--- config.mk ---
export PLATFORM = sky130hd
export DESIGN_NAME = energy_store_boost_governor_core
export DESIGN_NICKNAME = d
export VERILOG_FILES = /design/src/rtl/esbg_pkg.sv /design/src/rtl/esbg_energy.sv /design/src/rtl/esbg_scale.sv /design/src/rtl/energy_store_boost_governor_core.sv
export SDC_FILE = /design/constraint.sdc
export NUM_CORES = 2
export LEC_CHECK = 0
export BUFFER_PORTS_ARGS = -buffer_cell sky130_fd_sc_hd__buf_2
export CORE_MARGIN = 4
export CORE_UTILIZATION = 34
export DETAILED_ROUTE_END_ITERATION = 12
export PLACE_DENSITY_LB_ADDON = 0.1
export SYNTH_ARGS = -nofsm -noshare
export SYNTH_HDL_FRONTEND = slang
export SYNTH_HIERARCHICAL = 1
export SYNTH_SLANG_ARGS = --single-unit
--- constraint.sdc ---
create_clock -name clk -period 11.9 [get_ports clk]
set_clock_uncertainty 0.2 [all_clocks]
set_input_delay 2.38 -clock clk [delete_from_list [all_inputs] [get_ports clk]]
set_output_delay 2.38 -clock clk [all_outputs]
set_load 0.02 [all_outputs]
--- src/rtl/esbg_pkg.sv ---
`timescale 1ns / 1ps

package esbg_pkg;

  localparam int unsigned MAX_STEP_MS_DEF = 100;
  localparam int unsigned FULL_LEVEL_DEF  = 1000000;

  localparam int CFG_W     = 16;
  localparam int CFG_IDX_W = 3;
  localparam int IN_W      = 80;
  localparam int OUT_W     = 48;
  localparam int THR_W     = 11;
  localparam int BONUS_W   = 16;
  localparam int LEVEL_W   = 20;
  localparam int PROD_W    = 27;
  localparam int QIN_W     = 20;
  localparam int RECIP_W   = 21;
  localparam int RECIP_SHIFT = 30;

  localparam int unsigned PERMILLE = 1000;
  localparam logic [PROD_W-1:0]  CLAMP_LIMIT = PROD_W'(1001000);
  localparam logic [RECIP_W-1:0] RECIP_1000  = RECIP_W'(1073742);
  localparam logic signed [THR_W-1:0] THR_MAX = 11'sd1000;
  localparam logic [THR_W-1:0] BRAKE_THR_RST = 11'h418;

  typedef enum logic [CFG_IDX_W-1:0] {
    REG_DEPLOY_RATE    = 3'd0,
    REG_OVERTAKE_RATE  = 3'd1,
    REG_BOOST_BONUS    = 3'd2,
    REG_OVERTAKE_BONUS = 3'd3,
    REG_BRAKE_THR      = 3'd4,
    REG_COAST_BAND     = 3'd5,
    REG_BRAKE_RATE     = 3'd6,
    REG_COAST_RATE     = 3'd7
  } reg_idx_t;

  typedef struct packed {
    logic [15:0]             deploy_rate;
    logic [15:0]             overtake_rate;
    logic [15:0]             boost_bonus;
    logic [15:0]             overtake_bonus;
    logic signed [THR_W-1:0] brake_threshold;
    logic [9:0]              coast_band;
    logic [15:0]             brake_harvest_rate;
    logic [15:0]             coast_harvest_rate;
  } esbg_cfg_t;

  typedef struct packed {
    logic                    pass;
    logic signed [THR_W-1:0] shaped;
    logic [PROD_W-1:0]       prod;
  } esbg_scale_t;

endpackage

--- src/rtl/esbg_energy.sv ---
`timescale 1ns / 1ps

module esbg_energy #(
  parameter int unsigned MAX_STEP_MS = esbg_pkg::MAX_STEP_MS_DEF,
  parameter int unsigned FULL_LEVEL  = esbg_pkg::FULL_LEVEL_DEF,
  parameter int EW = $clog2(FULL_LEVEL + 1)
) (
  input  esbg_pkg::esbg_cfg_t                cfg,
  input  logic                               seeded,
  input  logic [31:0]                        last_time,
  input  logic [EW-1:0]                      store,
  input  logic [31:0]                        now_ms,
  input  logic                               system_enabled,
  input  logic signed [esbg_pkg::THR_W-1:0]  commanded_throttle,
  input  logic [15:0]                        wheel_speed,
  input  logic                               boost_button,
  input  logic                               overtake_button,
  input  logic signed [esbg_pkg::THR_W-1:0]  shaped_throttle,
  output logic [EW-1:0]                      store_next,
  output logic                               deploy,
  output logic [esbg_pkg::BONUS_W-1:0]       bonus,
  output esbg_pkg::esbg_scale_t              scale
);
  import esbg_pkg::*;

  localparam int DTW = $clog2(MAX_STEP_MS + 1);
  localparam int MW  = 16 + DTW;
  localparam int SW  = ((EW > MW) ? EW : MW) + 1;

  logic [31:0]         elapsed;
  logic [DTW-1:0]      dt;
  logic                active;
  logic                braking;
  logic                coasting;
  logic signed [11:0]  cmd_ext;
  logic signed [11:0]  band;
  logic [15:0]         rate;
  logic [15:0]         hrate;
  logic [MW-1:0]       amount;
  logic [SW-1:0]       store_ext;
  logic [SW-1:0]       amount_ext;
  logic [SW-1:0]       sum;
  logic                harvest;

  assign elapsed = now_ms - last_time;
  assign dt = (elapsed > 32'(MAX_STEP_MS)) ? DTW'(MAX_STEP_MS) : elapsed[DTW-1:0];
  assign active = seeded && system_enabled;

  assign deploy = active && (boost_button || overtake_button) &&
                  (commanded_throttle > 11'sd0) && (store != '0);

  assign cmd_ext  = {commanded_throttle[THR_W-1], commanded_throttle};
  assign band     = $signed({2'b00, cfg.coast_band});
  assign braking  = commanded_throttle <= cfg.brake_threshold;
  assign coasting = (cmd_ext >= -band) && (cmd_ext <= band);

  always_comb begin
    if (braking) begin
      hrate = cfg.brake_harvest_rate;
    end else if (coasting) begin
      hrate = cfg.coast_harvest_rate;
    end else begin
      hrate = '0;
    end
  end

  // one shared rate times elapsed time for drain and harvest
  assign rate = deploy ? (overtake_button ? cfg.overtake_rate : cfg.deploy_rate) : hrate;
  assign amount = MW'(rate) * MW'(dt);

  assign harvest    = active && !deploy && (wheel_speed != '0);
  assign store_ext  = SW'(store);
  assign amount_ext = SW'(amount);
  assign sum        = store_ext + amount_ext;

  always_comb begin
    if (deploy) begin
      store_next = (amount_ext >= store_ext) ? '0 : EW'(store_ext - amount_ext);
    end else if (harvest) begin
      store_next = (sum > SW'(FULL_LEVEL)) ? EW'(FULL_LEVEL) : sum[EW-1:0];
    end else begin
      store_next = store;
    end
  end

  assign bonus = deploy ? (overtake_button ? cfg.overtake_bonus : cfg.boost_bonus) : '0;

  assign scale.pass   = (bonus == '0) || !(shaped_throttle > 11'sd0);
  assign scale.shaped = shaped_throttle;
  assign scale.prod   = PROD_W'(shaped_throttle[THR_W-2:0]) *
                        (PROD_W'(bonus) + PROD_W'(PERMILLE));

endmodule

--- src/rtl/esbg_scale.sv ---
`timescale 1ns / 1ps

module esbg_scale (
  input  esbg_pkg::esbg_scale_t              scale,
  output logic signed [esbg_pkg::THR_W-1:0]  throttle
);
  import esbg_pkg::*;

  localparam int QW = QIN_W + RECIP_W;

  logic [QW-1:0] qfull;
  logic [THR_W-1:0] quot;

  // divide by 1000 through a reciprocal, exact below the clamp point
  assign qfull = QW'(scale.prod[QIN_W-1:0]) * QW'(RECIP_1000);
  assign quot  = qfull[RECIP_SHIFT +: THR_W];

  always_comb begin
    if (scale.pass) begin
      throttle = scale.shaped;
    end else if (scale.prod >= CLAMP_LIMIT) begin
      throttle = THR_MAX;
    end else begin
      throttle = $signed(quot);
    end
  end

endmodule

--- src/rtl/energy_store_boost_governor_core.sv ---
`timescale 1ns / 1ps

// channel   direction  handshake               payload
// s_axis    in         s_tvalid / s_tready     s_tdata: one control tick
// m_axis    out        m_tvalid / m_tready     m_tdata: scaled throttle, bonus, level
// cfg       in         cfg_wen                 cfg_index, cfg_wdata
//
// three register stages (input, product, output); one item per cycle sustained
// while the output is ready; the result is registered in the output stage
// the energy store and tick time update as an item leaves the input stage
// rst clears store, time seed, valids and config, but brake threshold goes to -1000
// a stalled output holds full stages; input stalls only when all stages are full
module energy_store_boost_governor_core #(
  parameter int unsigned MAX_STEP_MS = esbg_pkg::MAX_STEP_MS_DEF,
  parameter int unsigned FULL_LEVEL  = esbg_pkg::FULL_LEVEL_DEF
) (
  input  logic                            clk,
  input  logic                            rst,
  input  logic                            cfg_wen,
  input  logic [esbg_pkg::CFG_IDX_W-1:0]  cfg_index,
  input  logic [esbg_pkg::CFG_W-1:0]      cfg_wdata,
  input  logic                            s_tvalid,
  output logic                            s_tready,
  // now_ms[31:0], system_enabled[32], commanded_throttle[43:33],
  // wheel_speed[59:44], boost_button[60], overtake_button[61],
  // shaped_throttle[72:62], zero[79:73]
  input  logic [esbg_pkg::IN_W-1:0]       s_tdata,
  output logic                            m_tvalid,
  input  logic                            m_tready,
  // boosted_throttle[10:0], active_bonus[26:11], energy_level[46:27], zero[47]
  output logic [esbg_pkg::OUT_W-1:0]      m_tdata
);
  import esbg_pkg::*;

  localparam int EW = $clog2(FULL_LEVEL + 1);
  localparam int XW = (EW > LEVEL_W) ? EW : LEVEL_W;

  esbg_cfg_t cfg;

  logic        seeded;
  logic [31:0] last_time;
  logic [EW-1:0] store;

  logic             a_valid;
  logic [IN_W-1:0]  a_data;
  logic             a_adv;
  logic             a_fire;

  logic                 b_valid;
  esbg_scale_t          b_scale;
  logic [BONUS_W-1:0]   b_bonus;
  logic [LEVEL_W-1:0]   b_level;
  logic                 b_adv;

  logic                    c_valid;
  logic signed [THR_W-1:0] c_throttle;
  logic [BONUS_W-1:0]      c_bonus;
  logic [LEVEL_W-1:0]      c_level;

  logic [EW-1:0]        store_next;
  logic                 deploy;
  logic [BONUS_W-1:0]   bonus;
  esbg_scale_t          scale;
  logic signed [THR_W-1:0] throttle;
  logic [XW-1:0]        level_ext;

  always_ff @(posedge clk) begin
    if (rst) begin
      cfg.deploy_rate        <= '0;
      cfg.overtake_rate      <= '0;
      cfg.boost_bonus        <= '0;
      cfg.overtake_bonus     <= '0;
      cfg.brake_threshold    <= $signed(BRAKE_THR_RST);
      cfg.coast_band         <= '0;
      cfg.brake_harvest_rate <= '0;
      cfg.coast_harvest_rate <= '0;
    end else if (cfg_wen) begin
      case (reg_idx_t'(cfg_index))
        REG_DEPLOY_RATE:    cfg.deploy_rate        <= cfg_wdata;
        REG_OVERTAKE_RATE:  cfg.overtake_rate      <= cfg_wdata;
        REG_BOOST_BONUS:    cfg.boost_bonus        <= cfg_wdata;
        REG_OVERTAKE_BONUS: cfg.overtake_bonus     <= cfg_wdata;
        REG_BRAKE_THR:      cfg.brake_threshold    <= $signed(cfg_wdata[THR_W-1:0]);
        REG_COAST_BAND:     cfg.coast_band         <= cfg_wdata[9:0];
        REG_BRAKE_RATE:     cfg.brake_harvest_rate <= cfg_wdata;
        REG_COAST_RATE:     cfg.coast_harvest_rate <= cfg_wdata;
        default: ;
      endcase
    end
  end

  assign b_adv    = !c_valid || m_tready;
  assign a_adv    = !b_valid || b_adv;
  assign a_fire   = a_valid && a_adv;
  assign s_tready = !a_valid || a_adv;

  esbg_energy #(
    .MAX_STEP_MS(MAX_STEP_MS),
    .FULL_LEVEL (FULL_LEVEL),
    .EW         (EW)
  ) u_energy (
    .cfg               (cfg),
    .seeded            (seeded),
    .last_time         (last_time),
    .store             (store),
    .now_ms            (a_data[31:0]),
    .system_enabled    (a_data[32]),
    .commanded_throttle($signed(a_data[43:33])),
    .wheel_speed       (a_data[59:44]),
    .boost_button      (a_data[60]),
    .overtake_button   (a_data[61]),
    .shaped_throttle   ($signed(a_data[72:62])),
    .store_next        (store_next),
    .deploy            (deploy),
    .bonus             (bonus),
    .scale             (scale)
  );

  assign level_ext = XW'(store_next);

  esbg_scale u_scale (
    .scale   (b_scale),
    .throttle(throttle)
  );

  always_ff @(posedge clk) begin
    if (rst) begin
      a_valid   <= 1'b0;
      b_valid   <= 1'b0;
      c_valid   <= 1'b0;
      seeded    <= 1'b0;
      last_time <= '0;
      store     <= '0;
    end else begin
      if (s_tready) begin
        a_valid <= s_tvalid;
      end
      if (a_adv) begin
        b_valid <= a_valid;
      end
      if (b_adv) begin
        c_valid <= b_valid;
      end
      if (a_fire) begin
        seeded    <= 1'b1;
        last_time <= a_data[31:0];
        store     <= store_next;
      end
    end
  end

  always_ff @(posedge clk) begin
    if (s_tready && s_tvalid) begin
      a_data <= s_tdata;
    end
    if (a_fire) begin
      b_scale <= scale;
      b_bonus <= bonus;
      b_level <= level_ext[LEVEL_W-1:0];
    end
    if (b_adv && b_valid) begin
      c_throttle <= throttle;
      c_bonus    <= b_bonus;
      c_level    <= b_level;
    end
  end

  assign m_tvalid = c_valid;
  assign m_tdata  = {1'b0, c_level, c_bonus, c_throttle};

  a_store_full: assert property (@(posedge clk) disable iff (rst)
    store <= EW'(FULL_LEVEL))
    else $error("energy store above full level");

  a_deploy_drains: assert property (@(posedge clk) disable iff (rst)
    a_fire && deploy |=> store <= $past(store))
    else $error("energy store grew during deployment");

  a_bonus_needs_deploy: assert property (@(posedge clk) disable iff (rst)
    a_fire && !deploy |-> bonus == '0)
    else $error("bonus granted without deployment");

  a_ready_when_empty: assert property (@(posedge clk) disable iff (rst)
    !a_valid |-> s_tready)
    else $error("input stalled with empty input stage");

endmodule
[After elaboration in Yosys (flattened, before gate mapping)]
Index checks and enable logic that the tools add are counted.
Word-level totals
  flip-flop bits (word level): 368
  logic and storage cells: 92
  output and inout port bits: 50
Operators by class
  reductions and logical operators: 32
  $mul: 3
  add/sub/neg operators: 5
  magnitude comparators: 9
  muxes and demuxes: 13
  equality and inequality tests: 7
Operator list (count)
  16-bit two-way mux: 6
  20-bit two-way mux: 4
  20-bit by 20-bit multiplier with 40-bit output (second input constant): 1
  32-bit by 7-bit greater-than comparator with 1-bit output (second input constant): 1
  32-bit subtractor: 1
  27-bit by 20-bit >= comparator with 1-bit output (second input constant): 1
  10-bit by 17-bit multiplier with 27-bit output: 1
  20-bit by 23-bit adder with 24-bit output: 1
  24-bit by 20-bit greater-than comparator with 1-bit output (second input constant): 1
  23-bit by 20-bit >= comparator with 1-bit output: 1
  16-bit by 7-bit multiplier with 23-bit output: 1
  11-bit by 1-bit greater-than comparator with 1-bit output (second input constant): 2
  11-bit less-or-equal comparator: 2
  11-bit two-way mux: 2
  20-bit nonzero test: 1
  20-bit subtractor: 1
  16-bit by 10-bit adder with 17-bit output (second input constant): 1
  16-bit logical NOT: 1
  2-bit AND reduction: 8
  16-bit nonzero test: 1
  3-bit equality test (second input constant): 4
  11-bit by 12-bit >= comparator with 1-bit output: 1
  10-bit negator with 12-bit output: 1
  1-bit logical AND: 10
  6 further kinds: 15

[Longest topological paths before layout]
  depth in word-level cells: 12
  gate-level depth with buffers: 47
  gate-level depth less buffers: 43

[By module]
The synthesis kept the hierarchy.
Modules (own cells, without submodules)
  esbg_energy: sequential area each 0.0 um^2, cells each 2096, area each 16375.7 um^2, times used 1
  energy_store_boost_governor_core: sequential area each 9318.9 um^2, cells each 973, area each 12256.8 um^2, times used 1
  esbg_scale: sequential area each 0.0 um^2, cells each 686, area each 6208.5 um^2, times used 1

[Least setup slack after synthesis]
OpenSTA, ideal clock, no wires.
  path kind: flip-flop to flip-flop
  start: register a_data[16]
  end: register store[2]
  slack: 2.311 ns
  cell stages (with the launch flop): 39
  path buffers: 5
  setup time: 0.138 ns
  required time: 11.562 ns
  data arrival time: 9.251 ns
  period minus slack after synthesis: 9.589 ns
  cells stage by stage: edfxtp_1 > ha_1 > buf_4 > a21o_1 > a211o_1 > o311ai_4 > o41ai_4 > a221o_2 > a31oi_4 > nand2_2 > buf_6 > buf_2 > nor4_1 > fa_1 > fa_1 > fa_1 > inv_1 > fa_1 > (+3 left out) > a21oi_1 > o22ai_1 > o31a_1 > xnor2_1 > ha_1 > clkbuf_1 > inv_1 > nand2_1 > or4_1 > o311ai_2 > o22ai_2 > xnor2_1 > a2111oi_2 > buf_2 > nor3_1 > o32a_1 > nand3_1 > a21oi_1
Between the ends
  longest elaborated chain between the ends: 9
RTL lines
  start: declaration: line energy_store_boost_governor_core.sv:45  | logic [IN_W-1:0] a_data;
  start signal: assignment: line energy_store_boost_governor_core.sv:154  | a_data <= s_tdata;
  32-bit subtractor (*): line esbg_energy.sv:45  | assign elapsed = now_ms - last_time;
  32-bit by 7-bit greater-than comparator with 1-bit output (*): line esbg_energy.sv:46  | assign dt = (elapsed > 32'(MAX_STEP_MS)) ? DTW'(MAX_STEP_MS) : elapsed[DTW-1:0];
  7-bit two-way mux (*): line esbg_energy.sv:46
  16-bit by 7-bit multiplier with 23-bit output (*): line esbg_energy.sv:69  | assign amount = MW'(rate) * MW'(dt);
  20-bit by 23-bit adder with 24-bit output: line esbg_energy.sv:74  | assign sum = store_ext + amount_ext;
  24-bit by 20-bit greater-than comparator with 1-bit output: line esbg_energy.sv:80  | store_next = (sum > SW'(FULL_LEVEL)) ? EW'(FULL_LEVEL) : sum[EW-1:0];
  20-bit two-way mux: line esbg_energy.sv:80
  20-bit two-way mux: line esbg_energy.sv:79  | end else if (harvest) begin
  20-bit two-way mux (*): line esbg_energy.sv:77  | if (deploy) begin
  via level_ext[2]: line energy_store_boost_governor_core.sv:65  | logic [XW-1:0] level_ext;
  end signal: assignment: line energy_store_boost_governor_core.sv:147  | store <= store_next;
  end: declaration: line energy_store_boost_governor_core.sv:42  | logic [EW-1:0] store;
Mark *: on every way through the listed nets, which the timed path passes. The rest lies on a longest branch.
A chain may end at the register's enable or synchronous reset.

[Final worst setup path]
  start: register a_data[0]
  end: register store[6]
Between the ends
  longest elaborated chain between the ends: 9
RTL lines (line)
  32-bit subtractor (*): esbg_energy.sv:45
  32-bit by 7-bit greater-than comparator with 1-bit output: esbg_energy.sv:46
  7-bit two-way mux (*): esbg_energy.sv:46
  16-bit by 7-bit multiplier with 23-bit output (*): esbg_energy.sv:69
  20-bit by 23-bit adder with 24-bit output: esbg_energy.sv:74
  24-bit by 20-bit greater-than comparator with 1-bit output: esbg_energy.sv:80
  20-bit two-way mux: esbg_energy.sv:80
  20-bit two-way mux: esbg_energy.sv:79
  20-bit two-way mux (*): esbg_energy.sv:77
  via level_ext[6]: energy_store_boost_governor_core.sv:65
Marks and branches as above.

==> out/qor.txt <==
CTS clk-pin slew, worst paths -> 0.06 ns
post-route ant nets -> 0
drt first-iter violations -> 1753
GRT Total Usage -> 0.196
critical path class -> reg2reg
area of the multi-input gates -> 0.0228 mm²
DR WL/cell -> 20.3 µm
maxcap violations -> 0
post-route clock period utilization -> 0.941
synthesis-stage register bit count -> 368
Die X -> 328 µm
status -> completed
IO Count -> 154
worst skew pair latency -> 0.66 ns
Pwr Density -> 316 mW/mm²
drt via density -> 5.19
CTS tree -> done
Cells after Synth -> 3755
Max FO, Critical Path -> 13
post-CTS setup buffer count -> 0
Non-Filler Instances -> 5240
largest net degree at the start of global routing -> 100
Slowest-stage cell, CP -> or4_1
remaining global-route overflow -> 0
synth warn -> 6
Post-synth EDFFs -> 195
Setup TNS Final -> 0 ns
final wirelength -> 106000 µm
endpoints failing hold -> 0
Final Critical Period -> 11.20 ns
htree depth -> 2
First-pass DRT Iterations -> 7
initial antenna violation count -> 6
Fmax achieved -> 89.3 MHz
full die area -> 0.108 mm²
final net count -> 4619
Critical Path Most Common Cell -> fa_1
num rows -> 117
Worst EP arrival -> 11.47 ns
fillers -> 10457
Residual DRC -> 0
Register Area -> 0.00932 mm²
Distinct cells, synth -> 117
Critical Path RT -> 12.17 ns
port bufs -> 145
RePlAce Congestion -> 0.843
Slew HR -> 0.219
Hold Crit Class -> reg2reg
peak per-stage delay on the critical path -> 0.62 ns
Root Buffer -> clkbuf_16
initial core utilization -> 0.342
Area growth, synth to finish -> 10.8%
synthesized area -> 0.0348 mm²
Final Max Tran Viols -> 0
final setup fails -> 0
Max VDD drop -> 0.716 mV
vias after detailed routing -> 27212
Final HPWL DP -> 80000 µm
post-cts resize count -> 0
async set or reset register ratio after synthesis -> 0
RSZ-0062 raised after global routing -> no
layout cell share with drive strength beyond 1 -> 0.104
Die H -> 328 µm
Max clock buf depth -> 3
Inst Count DP -> 5149
most common flop cell mapped by yosys -> edfxtp_1
Critical Path Sink Type -> register
Least-Margin Pin Slew -> 1.17 ns
vias in the first global route -> 27166
Clock Sink Count -> 368
CTS Buf Count -> 47
Seq/Total Area, Yosys -> 0.267
leakage -> 16.8 nW
syn avg cell area -> 9.28 µm²
Core ar. -> 0.102 mm²
syn nets -> 4544
hold-fix buffers at CTS -> 0
Worst setup SP type -> register
first-pass GRT wire length -> 164000 µm
## cell type report
| class | count | area share |
|---|---|---|
| Multi-Input combinational cell | 2692 | 0.591 |
| Sequential cell | 368 | 0.242 |
| Inverter | 504 | 0.0490 |
| Tap cell | 1368 | 0.0444 |
| Clock buffer | 65 | 0.0341 |
| Timing Repair Buffer | 217 | 0.0333 |
| Clock inverter | 23 | 0.00687 |
| Antenna cell | 3 | 0.000195 |
## synthesized netlist by cell type, drive strengths merged, types with 6 or more instances
library cell / count / area share
o2111a: 6 / 0.0019
a31o: 7 / 0.0018
and4: 10 / 0.0026
or2: 11 / 0.0020
o21bai: 22 / 0.0047
a2111oi: 10 / 0.0033
nor2b: 22 / 0.0040
o211a: 7 / 0.0020
nor4: 65 / 0.012
a211o: 10 / 0.0025
nor2: 119 / 0.013
nand3: 106 / 0.015
a21oi: 337 / 0.050
o31ai: 23 / 0.0051
o2111ai: 8 / 0.0022
nand2b: 22 / 0.0040
buf: 89 / 0.016
a221o: 10 / 0.0029
a22oi: 6 / 0.0013
or4: 19 / 0.0041
a211oi: 17 / 0.0037
mux2: 16 / 0.0052
o21a: 25 / 0.0054
ha: 410 / 0.15
a21o: 56 / 0.012
fa: 275 / 0.16
edfxtp: 195 / 0.17
o22ai: 9 / 0.0018
o21ai: 158 / 0.023
and2: 81 / 0.015
inv: 504 / 0.054
dfxtp: 173 / 0.099
or3: 13 / 0.0023
a31oi: 15 / 0.0033
o211ai: 20 / 0.0045
mux2i: 33 / 0.0095
clkbuf: 102 / 0.011
and3: 27 / 0.0048
nand4: 42 / 0.0082
xnor2: 71 / 0.018
o311ai: 17 / 0.0052
nor3: 46 / 0.0074
xor2: 25 / 0.0063
nand2: 402 / 0.044
a221oi: 25 / 0.0071
## state kept, by name, summed over array words and instances (netlist names)
register / flops
c_throttle: 11
c_level: 20
cfg: 117
b_level: 20
last_time: 32
seeded: 1
a_data: 73
m_tvalid: 1
b_valid: 1
a_valid: 1
b_bonus: 16
c_bonus: 16
store: 20
b_scale: 39
## logic make-up (layout without fill, tap and decap cells)
| group | after synthesis | in the layout | synth area share |
|---|---|---|---|
| AOI/OAI and AO/OA | 844 | 844 | 0.160 |
| xor gates and xnor gates | 96 | 96 | 0.0241 |
| adders and majority gates | 685 | 685 | 0.305 |
| buffers and inverters | 695 | 809 | 0.0812 |
| DFF | 368 | 368 | 0.267 |
| muxes | 49 | 49 | 0.0147 |
| other | 1 | 4 | 0.000108 |
| and+or+nand+nor | 1017 | 1017 | 0.147 |
## where the power goes
| group | switching (mW) | total, mW | internal [mW] |
|---|---|---|---|
| clock network | 0.619 | 1.45 | 0.831 |
| registers | 0.122 | 1.56 | 1.44 |
| logic | 5.76 | 9.19 | 3.44 |
| total | 6.50 | 12.2 | 5.71 |
## placed cells by master (no fill, tap or decap), types with 25 or more instances in the layout
cell type / count
a21o_1: 56
ha_1: 410
nand3_1: 105
xor2_1: 25
edfxtp_1: 195
o21ai_0: 138
inv_1: 502
nor4_1: 63
nor3_1: 42
nand2_1: 394
buf_4: 71
a21oi_1: 324
nor2_1: 118
dfxtp_1: 172
and2_1: 81
mux2i_1: 33
fa_1: 275
buf_2: 144
o21a_1: 25
and3_1: 26
xnor2_1: 70
nand4_1: 40
clkbuf_16: 48
## metrics by stage
stage	utilization	area, µm²	hold slack [ns]	worst slack [ns]	total power [mW]
2_1_floorplan	-	34800	0.200	2.31	8.36
3_3_place_gp	0.363	37000	0.202	0.587	10.8
3_5_place_dp	0.363	37000	0.205	0.484	10.7
4_1_cts	0.379	38500	0.219	0.474	12.3
5_1_grt	0.379	38600	0.222	0.00116	13.5
6_report	0.379	38600	0.217	0.704	12.2
## worst max-delay path, delay by kind of cell, from the launching register on
family | cells | cell delay, ns
buf+inv | 3 | 0.18
xor+xnor | 1 | 0.40
fa+ha+maj | 8 | 3.31
compound gates | 16 | 3.98
flops | 1 | 0.38
mux | 1 | 0.29
simple gates | 7 | 2.29
## per-layer routing
layer,wire length (µm),GRT usage
met5,13,0
met4,1740,0.0355
met3,5200,0.0279
met2,47800,0.314
met1,51300,0.283
## worst paths after layout
path | start | cells past startpoint | to | slack, ns
worst max register to register | a_data[0] | 36 | store[6] | 0.70
worst min-delay path | b_level[6] | 0 | c_level[6] | 0.22
worst max-delay path | a_data[0] | 36 | store[6] | 0.70
worst min register to register | b_level[6] | 0 | c_level[6] | 0.22
Power figures use the tool's default switching activity.
